==> src/design/pee_pkg.sv <==
// pee_pkg: shared types, character codes, status codes and fixed-point
// helpers for the postfix expression evaluator; no dependencies
`timescale 1ns / 1ps

package pee_pkg;

  localparam logic [7:0] CH_ZERO = 8'h30;
  localparam logic [7:0] CH_NINE = 8'h39;
  localparam logic [7:0] CH_ADD  = 8'h2B;
  localparam logic [7:0] CH_SUB  = 8'h2D;
  localparam logic [7:0] CH_MUL  = 8'h2A;
  localparam logic [7:0] CH_DIV  = 8'h2F;
  localparam logic [7:0] CH_POW  = 8'h25;
  localparam logic [7:0] CH_END  = 8'h00;

  localparam logic [2:0] STS_OK      = 3'd0;
  localparam logic [2:0] STS_UNDER   = 3'd1;
  localparam logic [2:0] STS_OVER    = 3'd2;
  localparam logic [2:0] STS_ILLEGAL = 3'd3;
  localparam logic [2:0] STS_DIVZERO = 3'd4;

  localparam logic signed [31:0] Q_ONE = 32'sh0001_0000;
  localparam logic signed [31:0] Q_MAX = 32'sh7FFF_FFFF;
  localparam logic signed [31:0] Q_MIN = 32'sh8000_0000;

  localparam int unsigned DIV_STEPS = 48;

  typedef enum logic [2:0] {
    SYM_END, SYM_DIGIT, SYM_ADD, SYM_SUB, SYM_MUL, SYM_DIV, SYM_POW, SYM_ILL
  } sym_class_t;

  typedef enum logic [1:0] { RD_NONE, RD_T1, RD_T2 } rsel_t;
  typedef enum logic [1:0] { M_AB, M_RSQ, M_SQSQ } msel_t;
  typedef enum logic [1:0] { F_NONE, F_RES, F_R, F_SQ } mfin_t;

  typedef enum logic [3:0] {
    S_IDLE, S_DECODE, S_CAPB, S_CAPA, S_EXEC, S_MULF_RES, S_DIV, S_DIVF,
    S_POW, S_MULF_R, S_POWSQ, S_MULF_SQ, S_POWEND, S_WRITE, S_TERM
  } state_t;

  typedef struct packed {
    logic       load_sym;
    logic       push;
    logic       note_en;
    logic [2:0] note_code;
    rsel_t      rd_sel;
    logic       cap_b;
    logic       cap_a;
    logic       alu;
    logic       mul_go;
    msel_t      mul_sel;
    mfin_t      mul_fin;
    logic       div_go;
    logic       div_one;
    logic       div_step;
    logic       div_fin;
    logic       pow_init;
    logic       pow_shift;
    logic       pow_end;
    logic       write_res;
    logic       emit;
  } cmd_t;

  typedef struct packed {
    sym_class_t sym_class;
    logic       top_zero;
    logic       top_lt2;
    logic       top_full;
    logic       out_free;
    logic       m_zero;
    logic       m_odd;
    logic       m_more;
    logic       div_last;
    logic       pow_neg;
    logic       pow_ov;
  } status_t;

  typedef struct packed {
    logic               ov;
    logic signed [31:0] v;
  } sat_t;

  function automatic sym_class_t classify(input logic [7:0] sym);
    sym_class_t c;
    if (sym == CH_END) c = SYM_END;
    else if (sym >= CH_ZERO && sym <= CH_NINE) c = SYM_DIGIT;
    else if (sym == CH_ADD) c = SYM_ADD;
    else if (sym == CH_SUB) c = SYM_SUB;
    else if (sym == CH_MUL) c = SYM_MUL;
    else if (sym == CH_DIV) c = SYM_DIV;
    else if (sym == CH_POW) c = SYM_POW;
    else c = SYM_ILL;
    return c;
  endfunction

  // product scaled by 2^-16, truncated toward zero, then saturated
  function automatic sat_t mul_scale(input logic signed [63:0] p);
    logic signed [63:0] q;
    sat_t s;
    q = p >>> 16;
    if (p[63] && (p[15:0] != 16'd0)) q = q + 64'sd1;
    if (q > 64'sh0000_0000_7FFF_FFFF) begin
      s.ov = 1'b1;
      s.v  = Q_MAX;
    end else if (q < -64'sh0000_0000_8000_0000) begin
      s.ov = 1'b1;
      s.v  = Q_MIN;
    end else begin
      s.ov = 1'b0;
      s.v  = q[31:0];
    end
    return s;
  endfunction

endpackage

==> src/design/pee_ctrl.sv <==
// pee_ctrl: sequencing state machine of the evaluator
// depends on pee_pkg
`timescale 1ns / 1ps

module pee_ctrl (
  input  logic             clk,
  input  logic             rst_n,
  input  logic             in_valid,
  output logic             in_stall,
  input  pee_pkg::status_t st,
  output pee_pkg::cmd_t    cmd
);

  pee_pkg::state_t state_r, state_nxt;

  always_ff @(posedge clk) begin
    if (!rst_n) begin
      state_r <= pee_pkg::S_IDLE;
    end else begin
      state_r <= state_nxt;
    end
  end

  assign in_stall = (state_r != pee_pkg::S_IDLE);

  // next state
  always_comb begin
    state_nxt = state_r;
    unique case (state_r)
      pee_pkg::S_IDLE: if (in_valid) state_nxt = pee_pkg::S_DECODE;
      pee_pkg::S_DECODE: begin
        unique case (st.sym_class)
          pee_pkg::SYM_DIGIT: state_nxt = pee_pkg::S_IDLE;
          pee_pkg::SYM_END:
            state_nxt = st.top_zero ? pee_pkg::S_TERM : pee_pkg::S_CAPB;
          pee_pkg::SYM_ILL: state_nxt = pee_pkg::S_IDLE;
          default:
            state_nxt = st.top_lt2 ? pee_pkg::S_IDLE : pee_pkg::S_CAPB;
        endcase
      end
      pee_pkg::S_CAPB:
        state_nxt = (st.sym_class == pee_pkg::SYM_END) ? pee_pkg::S_TERM
                                                       : pee_pkg::S_CAPA;
      pee_pkg::S_CAPA: state_nxt = pee_pkg::S_EXEC;
      pee_pkg::S_EXEC: begin
        unique case (st.sym_class)
          pee_pkg::SYM_ADD, pee_pkg::SYM_SUB: state_nxt = pee_pkg::S_WRITE;
          pee_pkg::SYM_MUL: state_nxt = pee_pkg::S_MULF_RES;
          pee_pkg::SYM_DIV: state_nxt = pee_pkg::S_DIV;
          pee_pkg::SYM_POW: state_nxt = pee_pkg::S_POW;
          default: state_nxt = pee_pkg::S_IDLE;
        endcase
      end
      pee_pkg::S_MULF_RES: state_nxt = pee_pkg::S_WRITE;
      pee_pkg::S_DIV: if (st.div_last) state_nxt = pee_pkg::S_DIVF;
      pee_pkg::S_DIVF: state_nxt = pee_pkg::S_WRITE;
      pee_pkg::S_POW: begin
        priority if (st.m_zero) state_nxt = pee_pkg::S_POWEND;
        else if (st.m_odd) state_nxt = pee_pkg::S_MULF_R;
        else state_nxt = pee_pkg::S_POWSQ;
      end
      pee_pkg::S_MULF_R: state_nxt = pee_pkg::S_POWSQ;
      pee_pkg::S_POWSQ:
        state_nxt = st.m_more ? pee_pkg::S_MULF_SQ : pee_pkg::S_POW;
      pee_pkg::S_MULF_SQ: state_nxt = pee_pkg::S_POW;
      pee_pkg::S_POWEND:
        state_nxt = (st.pow_neg && !st.pow_ov) ? pee_pkg::S_DIV : pee_pkg::S_WRITE;
      pee_pkg::S_WRITE: state_nxt = pee_pkg::S_IDLE;
      pee_pkg::S_TERM: if (st.out_free) state_nxt = pee_pkg::S_IDLE;
      default: state_nxt = pee_pkg::S_IDLE;
    endcase
  end

  // commands
  always_comb begin
    cmd = '0;
    unique case (state_r)
      pee_pkg::S_IDLE: cmd.load_sym = in_valid;
      pee_pkg::S_DECODE: begin
        unique case (st.sym_class)
          pee_pkg::SYM_DIGIT: begin
            if (st.top_full) begin
              cmd.note_en   = 1'b1;
              cmd.note_code = pee_pkg::STS_OVER;
            end else begin
              cmd.push = 1'b1;
            end
          end
          pee_pkg::SYM_END: if (!st.top_zero) cmd.rd_sel = pee_pkg::RD_T1;
          default: begin
            if (st.top_lt2) begin
              cmd.note_en   = 1'b1;
              cmd.note_code = pee_pkg::STS_UNDER;
            end else if (st.sym_class == pee_pkg::SYM_ILL) begin
              cmd.note_en   = 1'b1;
              cmd.note_code = pee_pkg::STS_ILLEGAL;
            end else begin
              cmd.rd_sel = pee_pkg::RD_T1;
            end
          end
        endcase
      end
      pee_pkg::S_CAPB: begin
        cmd.cap_b = 1'b1;
        if (st.sym_class != pee_pkg::SYM_END) cmd.rd_sel = pee_pkg::RD_T2;
      end
      pee_pkg::S_CAPA: cmd.cap_a = 1'b1;
      pee_pkg::S_EXEC: begin
        unique case (st.sym_class)
          pee_pkg::SYM_ADD, pee_pkg::SYM_SUB: cmd.alu = 1'b1;
          pee_pkg::SYM_MUL: begin
            cmd.mul_go  = 1'b1;
            cmd.mul_sel = pee_pkg::M_AB;
          end
          pee_pkg::SYM_DIV: cmd.div_go = 1'b1;
          pee_pkg::SYM_POW: cmd.pow_init = 1'b1;
          default: ;
        endcase
      end
      pee_pkg::S_MULF_RES: cmd.mul_fin = pee_pkg::F_RES;
      pee_pkg::S_DIV: cmd.div_step = 1'b1;
      pee_pkg::S_DIVF: cmd.div_fin = 1'b1;
      pee_pkg::S_POW: begin
        if (!st.m_zero && st.m_odd) begin
          cmd.mul_go  = 1'b1;
          cmd.mul_sel = pee_pkg::M_RSQ;
        end
      end
      pee_pkg::S_MULF_R: cmd.mul_fin = pee_pkg::F_R;
      pee_pkg::S_POWSQ: begin
        cmd.pow_shift = 1'b1;
        if (st.m_more) begin
          cmd.mul_go  = 1'b1;
          cmd.mul_sel = pee_pkg::M_SQSQ;
        end
      end
      pee_pkg::S_MULF_SQ: cmd.mul_fin = pee_pkg::F_SQ;
      pee_pkg::S_POWEND: begin
        cmd.pow_end = 1'b1;
        if (st.pow_neg && !st.pow_ov) begin
          cmd.div_go  = 1'b1;
          cmd.div_one = 1'b1;
        end
      end
      pee_pkg::S_WRITE: cmd.write_res = 1'b1;
      pee_pkg::S_TERM: cmd.emit = st.out_free;
      default: ;
    endcase
  end

endmodule

==> config.mk <==
export PLATFORM = sky130hd
export DESIGN_NAME = pee_ctrl
export DESIGN_NICKNAME = d
export VERILOG_FILES = /design/src/design/pee_pkg.sv /design/src/design/pee_ctrl.sv
export SDC_FILE = /design/constraint.sdc
export NUM_CORES = 1
export LEC_CHECK = 0
export BUFFER_PORTS_ARGS = -buffer_cell sky130_fd_sc_hd__buf_2
export CAP_MARGIN = 10
export CORE_MARGIN = 1
export CORE_UTILIZATION = 39
export CTS_BUF_LIST = sky130_fd_sc_hd__clkbuf_4
export DETAILED_ROUTE_END_ITERATION = 8
export HOLD_SLACK_MARGIN = 0.15
export MAX_ROUTING_LAYER = met4
export PLACE_DENSITY = 0.75
export SYNTH_ARGS = -nofsm -noshare
export SYNTH_HDL_FRONTEND = slang
export SYNTH_SLANG_ARGS = --single-unit
==> constraint.sdc <==
create_clock -name clk -period 1.35 [get_ports clk]
set_input_delay 0.135 -clock clk [delete_from_list [all_inputs] [get_ports clk]]
set_output_delay 0.135 -clock clk [all_outputs]
set_load 0.02 [all_outputs]
==> results of run 1 <==
## repair_timing
item                                   CTS
resized for setup                       86
pin swaps                               16
setup endpoints to repair               29
setup buffers                           15
gates cloned                             1
endpoints found under the hold margin    0
## through the flow
stage / utilization, % / instances / hold slack (ps) / cell area, sq um
after CTS: 94.1 / 213 / 150 / 1640
after global placement: 68.6 / 194 / 399 / 1200
after detailed placement: 68.6 / 194 / 402 / 1200
after floorplan: - / 112 / 266 / 830
## cells in the mapped netlist, types with 2 or more instances
cell      instances  area, sq um
a21oi_1           7         35.0
a31oi_1           3         18.8
and3_1            5         31.3
buf_2             4         20.0
buf_4             2         15.0
clkbuf_1          3         11.3
dfxtp_1           4         80.1
ha_1              2         25.0
inv_1             9         33.8
mux2i_1           2         20.0
nand2_1           3         11.3
nand2b_1          4         25.0
nand3_1           5         25.0
nand4b_1          2         17.5
nor2_1            9         33.8
nor2b_1           7         43.8
nor3_1            9         45.0
nor4_1            3         18.8
nor4b_1           2         17.5
o211ai_1          2         15.0
o21ai_0           5         25.0
o21ai_1           2         10.0
## cell families after synthesis
family / Yosys count / synth area share [%]
buffers and inverters: 18 / 10.8
AOI/OAI and AO/OA: 30 / 29.1
adders and majority gates: 2 / 3.38
DFF: 4 / 10.8
muxes: 2 / 2.70
other: 1 / 0.506
and+or+nand+nor: 55 / 42.7
==> flow_metrics.env, run 1 <==
export IMPL_synth_edf_count=0
export IMPL_worst_endpoint_pin_kind="primary output"
export IMPL_dp_slack_ps=-133
export IMPL_ys_types=40
export IMPL_rows=15
export IMPL_dp_hpwl_microns=2110
export IMPL_cts_hold_buf=0
export IMPL_status="stopped before the end"
export IMPL_ios=42
export IMPL_firstError="[ERROR DPL-0038] Utilization greater than 100%, impossible to legalize"
export IMPL_place_congestion=0.939
export IMPL_clock_path_buffers=2
export IMPL_async_flop_share_pct=0
export IMPL_cts_buffers=3
export IMPL_die_x_microns=45.6
export IMPL_start_util_pct=42.4
export IMPL_syn_area_per_cell_sq_um=6.61
export IMPL_synthCells=112
export IMPL_ys_flop_type="dfxtp_1"
export IMPL_htreeDepth=1
export IMPL_yosys_register_bits=4
export IMPL_yosysWarnings=0
export IMPL_io_buffers=40
export IMPL_die_h_microns=45.6
export IMPL_synth_seq_area_share_pct=10.8
export IMPL_crit_endpoint="cmd[4]"
export IMPL_grt_max_degree=11
export IMPL_synth_area_sq_um=741
export IMPL_cts_sinks=4
export IMPL_syn_num_nets=130
export IMPL_root_buffer="clkbuf_4"
export IMPL_failed_stage="global routing"
==> run 2, diff against run 1 <==
- CORE_AREA: not set -> 2 2 63 65
- CORE_MARGIN: 1 -> not set
- CORE_UTILIZATION: 39 -> not set
- CTS_BUF_LIST: sky130_fd_sc_hd__clkbuf_4 -> not set
- DIE_AREA: not set -> 0 0 65 67
- HOLD_SLACK_MARGIN: 0.15 -> not set
- MAX_ROUTING_LAYER: met4 -> not set
- PLACE_DENSITY: 0.75 -> not set
- PLACE_DENSITY_LB_ADDON: not set -> 0.15
- clock period: 1.35 -> 1.76 ns (I/O delays scaled with it)
==> flow_metrics.env, run 2 <==
export IMPL_cts_hold_buf=0
export IMPL_clock_path_buffers=2
export IMPL_vias=993
export IMPL_dp_cells=204
export IMPL_synth_area_sq_um=741
export IMPL_yosys_register_bits=4
export IMPL_slowest_stage="or4b_4"
export IMPL_synthTopCellsByCount="inv_1 (9), nor2_1 (9), nor3_1 (9), a21oi_1 (7), nor2b_1 (7)"
export IMPL_ys_flop_type="dfxtp_1"
export IMPL_endpoint_kind="output port"
export IMPL_setup_viol=0
export IMPL_cts_sinks=4
export IMPL_io_buffers=40
export IMPL_ys_types=40
export IMPL_largest_register_ffs=4
export IMPL_cts_setup_buffers=0
export IMPL_postRouteAntennaNets=0
export IMPL_drt_pass1_iterations=4
export IMPL_finalHoldViolCount=0
export IMPL_drt_total_wl_microns=2760
export IMPL_cts_buffers=3
export IMPL_yosysWarnings=0
export IMPL_antenna_found_initial=0
export IMPL_peakVddDrop_uv=530
export IMPL_synth_top_area_share_pct=10.8
export IMPL_grt_pass1_wl_microns=4250
export IMPL_drive_gt1_share_pct=40.9
export IMPL_p_per_area_nw_per_um2=1170
export IMPL_antenna_cells=0
export IMPL_cap_violations=0
export IMPL_area_delta_synth_final_pct=48.6
export IMPL_drc=0
export IMPL_status="complete, no violations"
export IMPL_grt_max_degree=16
export IMPL_grt_pass1_vias=919
export IMPL_fmaxAchievable_ghz=0.580
export IMPL_place_congestion=0.865
export IMPL_final_cell_mix="buf_2 (40), buf_4 (13), inv_1 (9), nor3_1 (9), nor2_1 (9)"
export IMPL_final_common_cell="buf_2"
export IMPL_yosysTopAreaCell="dfxtp_1"
export IMPL_core_area_sq_um=3610
export IMPL_path_cells="or4b_4, nor3_1, buf_2"
export IMPL_rsz0062_at_grt="no"
export IMPL_syn_area_per_cell_sq_um=6.61
export IMPL_die_x_microns=65
export IMPL_root_buffer="clkbuf_8"
export IMPL_clk_pin_slew_ps=30
export IMPL_synth_edf_count=0
export IMPL_nets=179
export IMPL_die_h_microns=67
export IMPL_die_area_sq_um=4360
export IMPL_instances_no_fill=207
export IMPL_clock_latency_ps=210
export IMPL_period_share_pct=97.9
export IMPL_wl_per_cell_microns=13.3
export IMPL_cp_arrival_ps=1550
export IMPL_ios=42
export IMPL_syn_num_nets=130
export IMPL_fin_util_pct=30.5
export IMPL_synthTopCellsByArea="dfxtp_1 (11%), nor3_1 (6.1%), nor2b_1 (5.9%), a21oi_1 (4.7%), inv_1 (4.6%)"
export IMPL_leakage_nw=0.580
export IMPL_report_final_slew_viol_count=0
export IMPL_synth_seq_area_share_pct=10.8
export IMPL_critPathMaxStageDelay_ps=590
export IMPL_required_ps=1580
export IMPL_rows=22
export IMPL_path_delay_family="simple AND/OR/NAND/NOR gates"
export IMPL_worstSetupPathType="reg -> out"
export IMPL_start_util_pct=20.5
export IMPL_largest_register="state_r"
export IMPL_skew_ps=1.51
export IMPL_drt_iter0_markers=49
export IMPL_min_period_ps=1720
export IMPL_tritoncts="done"
export IMPL_overflow=0
export IMPL_cp_max_fo=11
export IMPL_synthCells=112
export IMPL_async_flop_share_pct=0
export IMPL_htreeDepth=1
export IMPL_post_cts_resized=3
export IMPL_power_total_mw=1.29
export IMPL_critPathBufInv=1
export IMPL_hp_class="in -> reg"
export IMPL_track_usage_pct=12.6
export IMPL_tns_ps=0
export IMPL_dp_hpwl_microns=2280
export IMPL_start_kind="flop"
export IMPL_top_regs="state_r (4)"
export IMPL_via_per_inst=4.80
[run 2: cell counts after synthesis]
No cell type changed its count.
[run 2: cell families after synthesis]
logic type	synth area share, %
AND/OR/NAND/NOR	42.7
AO/OA/AOI/OAI	29.1
buffers and inverters	10.8
flip-flops	10.8
multiplexers	2.70
adder cells (fa/ha/maj)	3.38
other	0.506
[run 2: area by class of cell]
type / count / area, sq um
multi-input combinational: 90 / 583
inverter: 9 / 33.8
clock buffer: 3 / 41.3
fill: 406 / 2500
tap: 48 / 60.1
timing repair buffer: 53 / 298
sequential: 4 / 85.1
[run 2: tightest hold or removal path: stages]
cell and delay, ps:
buf_2 110, inv_1 60, a31oi_1 40
[run 2: metal layers]
metal | wire [microns] | track usage [%] | up-vias
li1 | - | - | 508
met5 | 0 | 0 | -
met3 | 167 | 2.03 | 2
met4 | 31 | 4.52 | 0
met1 | 1210 | 16.2 | 452
met2 | 1350 | 21.0 | 31
[run 2: path summary, 6_finish.rpt]
kind / startpoint / to / slack (ps) / depth (start not counted)
min: rst_n / state_r[3] / 220 / 3
max: state_r[1] / cmd[19] / 40 / 3
max reg2reg: state_r[0] / state_r[1] / 250 / 4
min reg2reg: state_r[2] / state_r[3] / 690 / 3
[run 2: power by group]
group          switching (mW)  internal [mW]  leakage, nW  total, mW
clock                  0.0428          0.145       0.0216      0.188
sequential             0.0859          0.132       0.0344      0.218
combinational           0.494          0.386        0.524      0.880
[run 2: stage by stage]
stage	hold WS (ps)	setup WS [ps]	instance area [sq um]
2_1_floorplan	307	12.6	741
3_3_place_gp	450	177	1050
3_5_place_dp	449	162	1050
4_1_cts	220	9.92	1100
5_1_grt	239	1.40	1100
6_report	221	36.9	1100
Note: power is estimated with default switching activity, not from simulation.
==> run 3, diff against run 2 <==
--- a/constraint.sdc
+++ b/constraint.sdc
@@ -3,2 +3,2 @@
 set_output_delay 0.176 -clock clk [all_outputs]
-set_load 0.02 [all_outputs]
+set_load 0.005 [all_outputs]
==> flow_metrics.env, run 3 (synthesis results as in run 2) <==
export IMPL_start_util_pct=20.5
export IMPL_largest_register="state_r"
export IMPL_antenna_found_initial=0
export IMPL_final_common_cell="buf_2"
export IMPL_nets=179
export IMPL_wl_per_cell_microns=13.0
export IMPL_endpoint_kind="output port"
export IMPL_drt_total_wl_microns=2690
export IMPL_fmaxAchievable_ghz=0.594
export IMPL_die_x_microns=65
export IMPL_grt_max_degree=17
export IMPL_fillCellCount=408
export IMPL_die_h_microns=67
export IMPL_status="complete, no violations"
export IMPL_rows=22
export IMPL_skew_ps=1.26
export IMPL_vias=1021
export IMPL_clock_latency_ps=210
export IMPL_io_buffers=40
export IMPL_die_area_sq_um=4360
export IMPL_tritoncts="done"
export IMPL_root_buffer="clkbuf_8"
export IMPL_dp_hpwl_microns=2200
export IMPL_multi_input_area_sq_um=592
export IMPL_hp_class="in -> reg"
export IMPL_largest_register_ffs=4
export IMPL_finalHoldViolCount=0
export IMPL_track_usage_pct=12.8
export IMPL_power_total_mw=1.20
export IMPL_cp_arrival_ps=1510
export IMPL_p_per_area_nw_per_um2=1080
export IMPL_drc=0
export IMPL_top_regs="state_r (4)"
export IMPL_setup_viol=0
export IMPL_grt_pass1_wl_microns=4400
export IMPL_cts_sinks=4
export IMPL_start_kind="flop"
export IMPL_drt_pass1_iterations=5
export IMPL_area_delta_synth_final_pct=50.0
export IMPL_ios=42
export IMPL_period_share_pct=95.7
export IMPL_place_congestion=0.946
export IMPL_via_per_inst=4.93
export IMPL_whs_path_depth=3
export IMPL_peakVddDrop_uv=571
export IMPL_htreeDepth=1
export IMPL_cap_violations=0
export IMPL_rsz0062_at_grt="no"
export IMPL_worstSetupPathType="reg -> out"
export IMPL_cp_max_fo=15
export IMPL_cts_buffers=3
export IMPL_report_final_slew_viol_count=0
export IMPL_final_cell_mix="buf_2 (40), buf_4 (13), inv_1 (9), nor3_1 (9), nor2_1 (8)"
export IMPL_drive_gt1_share_pct=41.5
export IMPL_overflow=0
export IMPL_core_area_sq_um=3610
export IMPL_leakage_nw=0.581
export IMPL_r2r_setup_slack_ps=260
export IMPL_min_period_ps=1680
export IMPL_drt_iter0_markers=59
export IMPL_seqCellArea_sq_um=86.3
export IMPL_antenna_cells=0
export IMPL_required_ps=1580
export IMPL_postRouteAntennaNets=0
export IMPL_r2r_worst_path_cells=4
export IMPL_tns_ps=0
export IMPL_clock_path_buffers=2
export IMPL_grt_pass1_vias=949
export IMPL_clk_pin_slew_ps=30
[run 3: final cells by class]
type	instances	area share (%)
sequential	4	7.77
tap	48	5.41
clock buffer	3	3.72
multi-input combinational	90	53.3
timing repair buffer	53	26.8
inverter	9	3.04
[run 3: worst paths after layout]
path	from	to
min	rst_n	state_r[3]
min reg2reg	state_r[2]	state_r[0]
max	state_r[1]	cmd[19]
max reg2reg	state_r[1]	state_r[1]
[run 3: layer usage]
metal	part of all wire [%]	wire length [microns]	global-route usage [%]	vias up
li1	-	-	-	507
met2	50	1340	22.4	35
met4	0	0	1.60	0
met3	7.0	187	3.21	0
met1	43	1150	16.2	479
met5	0	0	0	-
[run 3: repair_timing]
item | in CTS | in global routing
endpoints found under the setup margin | 3 | 4
hold buffers | 0 | 0
setup buffers | 0 | 0
gates resized for setup | 2 | 5
[run 3: critical path, stage by stage (launching register included)]
cell and delay [ps]:
dfxtp_4 390, or4b_4 580, nor3_1 190, buf_2 140
[run 3: through the flow]
| step | cells | hold WS [ps] | setup slack [ps] | area, sq um | utilization (%) |
|---|---|---|---|---|---|
| CTS | 207 | 227 | 60.1 | 1100 | 30.4 |
| finish | 207 | 238 | 75.1 | 1110 | 30.8 |
| global placement | 204 | 452 | 188 | 1050 | 29.2 |
| global route | 207 | 253 | 14.7 | 1110 | 30.8 |
| floorplan | 112 | 307 | 285 | 741 | - |
| detailed placement | 204 | 458 | 166 | 1050 | 29.2 |
[run 3: where the power goes]
| group | total (mW) | switching (mW) | internal [mW] |
|---|---|---|---|
| registers | 0.223 | 0.0909 | 0.132 |
| logic | 0.787 | 0.402 | 0.385 |
| clock network | 0.187 | 0.0415 | 0.145 |
==> run 4, diff against run 3 <==
- clock period: 1.76 -> 2.1 ns (I/O delays scaled with it)
==> flow_metrics.env, run 4 (synthesis results as in run 2) <==
export IMPL_critPathBufInv=2
export IMPL_start_kind="flop"
export IMPL_core_area_sq_um=3610
export IMPL_endpoint_kind="output port"
export IMPL_top_regs="state_r (4)"
export IMPL_r2r_end="state_r[1]"
export IMPL_place_congestion=0.750
export IMPL_rsz0062_at_grt="no"
export IMPL_antenna_cells=0
export IMPL_fin_area_sq_um=1040
export IMPL_critPathMaxStageDelay_ps=570
export IMPL_tns_ps=0
export IMPL_min_to="state_r[0]"
export IMPL_via_per_inst=4.88
export IMPL_rows=22
export IMPL_grt_max_degree=13
export IMPL_tritoncts="done"
export IMPL_cp_max_fo=10
export IMPL_nets=172
export IMPL_dpl_cell_area_sq_um=1000
export IMPL_start_util_pct=20.5
export IMPL_cts_hold_buf=0
export IMPL_grt_pass1_wl_microns=3960
export IMPL_cts_setup_buffers=0
export IMPL_report_final_slew_viol_count=0
export IMPL_skew_ps=0.0603
export IMPL_grt_pass1_vias=853
export IMPL_clock_path_buffers=2
export IMPL_wl_per_cell_microns=13.5
export IMPL_cts_buffers=3
export IMPL_dp_hpwl_microns=2140
export IMPL_die_area_sq_um=4360
export IMPL_min_period_ps=1910
export IMPL_largest_register_ffs=4
export IMPL_required_ps=1890
export IMPL_drc=0
export IMPL_drt_total_wl_microns=2690
export IMPL_drive_gt1_share_pct=34.9
export IMPL_startpoint="state_r[1]"
export IMPL_htreeDepth=1
export IMPL_track_usage_pct=11.8
export IMPL_cp_arrival_ps=1700
export IMPL_clk_pin_slew_ps=30
export IMPL_leakage_nw=0.545
export IMPL_worstSetupPathType="reg -> out"
export IMPL_fmaxAchievable_ghz=0.522
export IMPL_r2r_worst_path_cells=5
export IMPL_fillCellCount=419
export IMPL_largest_register="state_r"
export IMPL_period_share_pct=91.2
export IMPL_worstReg2RegStart="state_r[1]"
export IMPL_drt_iter0_markers=73
export IMPL_final_cell_mix="buf_2 (40), inv_1 (9), nor3_1 (9), nor2_1 (9)"
export IMPL_p_per_area_nw_per_um2=904
export IMPL_io_buffers=40
export IMPL_status="complete, no violations"
export IMPL_multi_input_area_sq_um=581
export IMPL_drt_pass1_iterations=4
export IMPL_die_x_microns=65
export IMPL_path_delay_family="simple AND/OR/NAND/NOR gates"
export IMPL_die_h_microns=67
export IMPL_area_delta_synth_final_pct=40.5
export IMPL_path_cells="buf_4, or4b_4, nor3_1, buf_2"
export IMPL_hp_class="in -> reg"
export IMPL_r2r_setup_slack_ps=380
export IMPL_finalHoldViolCount=0
export IMPL_antenna_found_initial=0
export IMPL_postRouteAntennaNets=0
export IMPL_final_common_cell="buf_2"
export IMPL_setup_viol=0
export IMPL_seqCellArea_sq_um=80.1
export IMPL_cap_violations=0
export IMPL_root_buffer="clkbuf_8"
export IMPL_clock_latency_ps=220
export IMPL_ios=42
export IMPL_overflow=0
export IMPL_slowest_stage="or4b_4"
export IMPL_cts_sinks=4
export IMPL_post_cts_resized=0
export IMPL_peakVddDrop_uv=341
export IMPL_vias=975
export IMPL_min_from="rst_n"
export IMPL_whs_path_depth=3
-- run 4: layer usage --
layer,track usage [%],wire length (microns),vias up
met3,2.20,163,5
li1,-,-,490
met1,15.1,1240,450
met5,0,0,-
met2,20.0,1260,30
met4,3.99,23,0
-- run 4: final cells by class --
| cell class | instances | area share [%] |
|---|---|---|
| multi-input cells | 90 | 55.8 |
| repair buffers | 46 | 23.6 |
| flip-flops and latches | 4 | 7.69 |
| well taps | 48 | 5.77 |
| clock buffers | 3 | 3.97 |
| inverters | 9 | 3.25 |
-- run 4: report_power, final --
group / internal [mW] / switching, mW / total, mW / leakage (nW)
clock network: 0.122 / 0.0385 / 0.161 / 0.0216
logic: 0.276 / 0.331 / 0.607 / 0.491
registers: 0.104 / 0.0701 / 0.174 / 0.0328
total: 0.502 / 0.440 / 0.942 / 0.545
-- run 4: stage by stage --
| stage | cells | util [%] | hold WS, ps | setup slack (ps) | total power, mW |
|---|---|---|---|---|---|
| finish | 200 | 28.9 | 269 | 186 | 0.942 |
| global route | 200 | 28.9 | 274 | 122 | 1.01 |
| CTS | 200 | 28.9 | 265 | 175 | 0.943 |
| detailed placement | 197 | 27.7 | 491 | 329 | 0.777 |
| global placement | 197 | 27.7 | 484 | 366 | 0.786 |
| floorplan | 112 | - | 341 | 557 | 0.554 |
-- run 4: worst max path at each step --
| stage | endpoint | slack, ps | cells past startpoint |
|---|---|---|---|
| 6_report | cmd[19] | 190 | 4 |
| 3_3_place_gp | cmd[22] | 370 | 7 |
| 4_1_cts | cmd[19] | 180 | 4 |
| 5_1_grt | cmd[19] | 120 | 4 |
| 2_1_floorplan | cmd[22] | 560 | 6 |
| 3_5_place_dp | cmd[22] | 330 | 7 |
-- run 4: worst register-to-register path, delay by kind of cell (launching register included) --
kind	cells	cell delay [ps]
buf+inv	1	210
compound gates	3	480
flops	1	390
simple gates	1	570
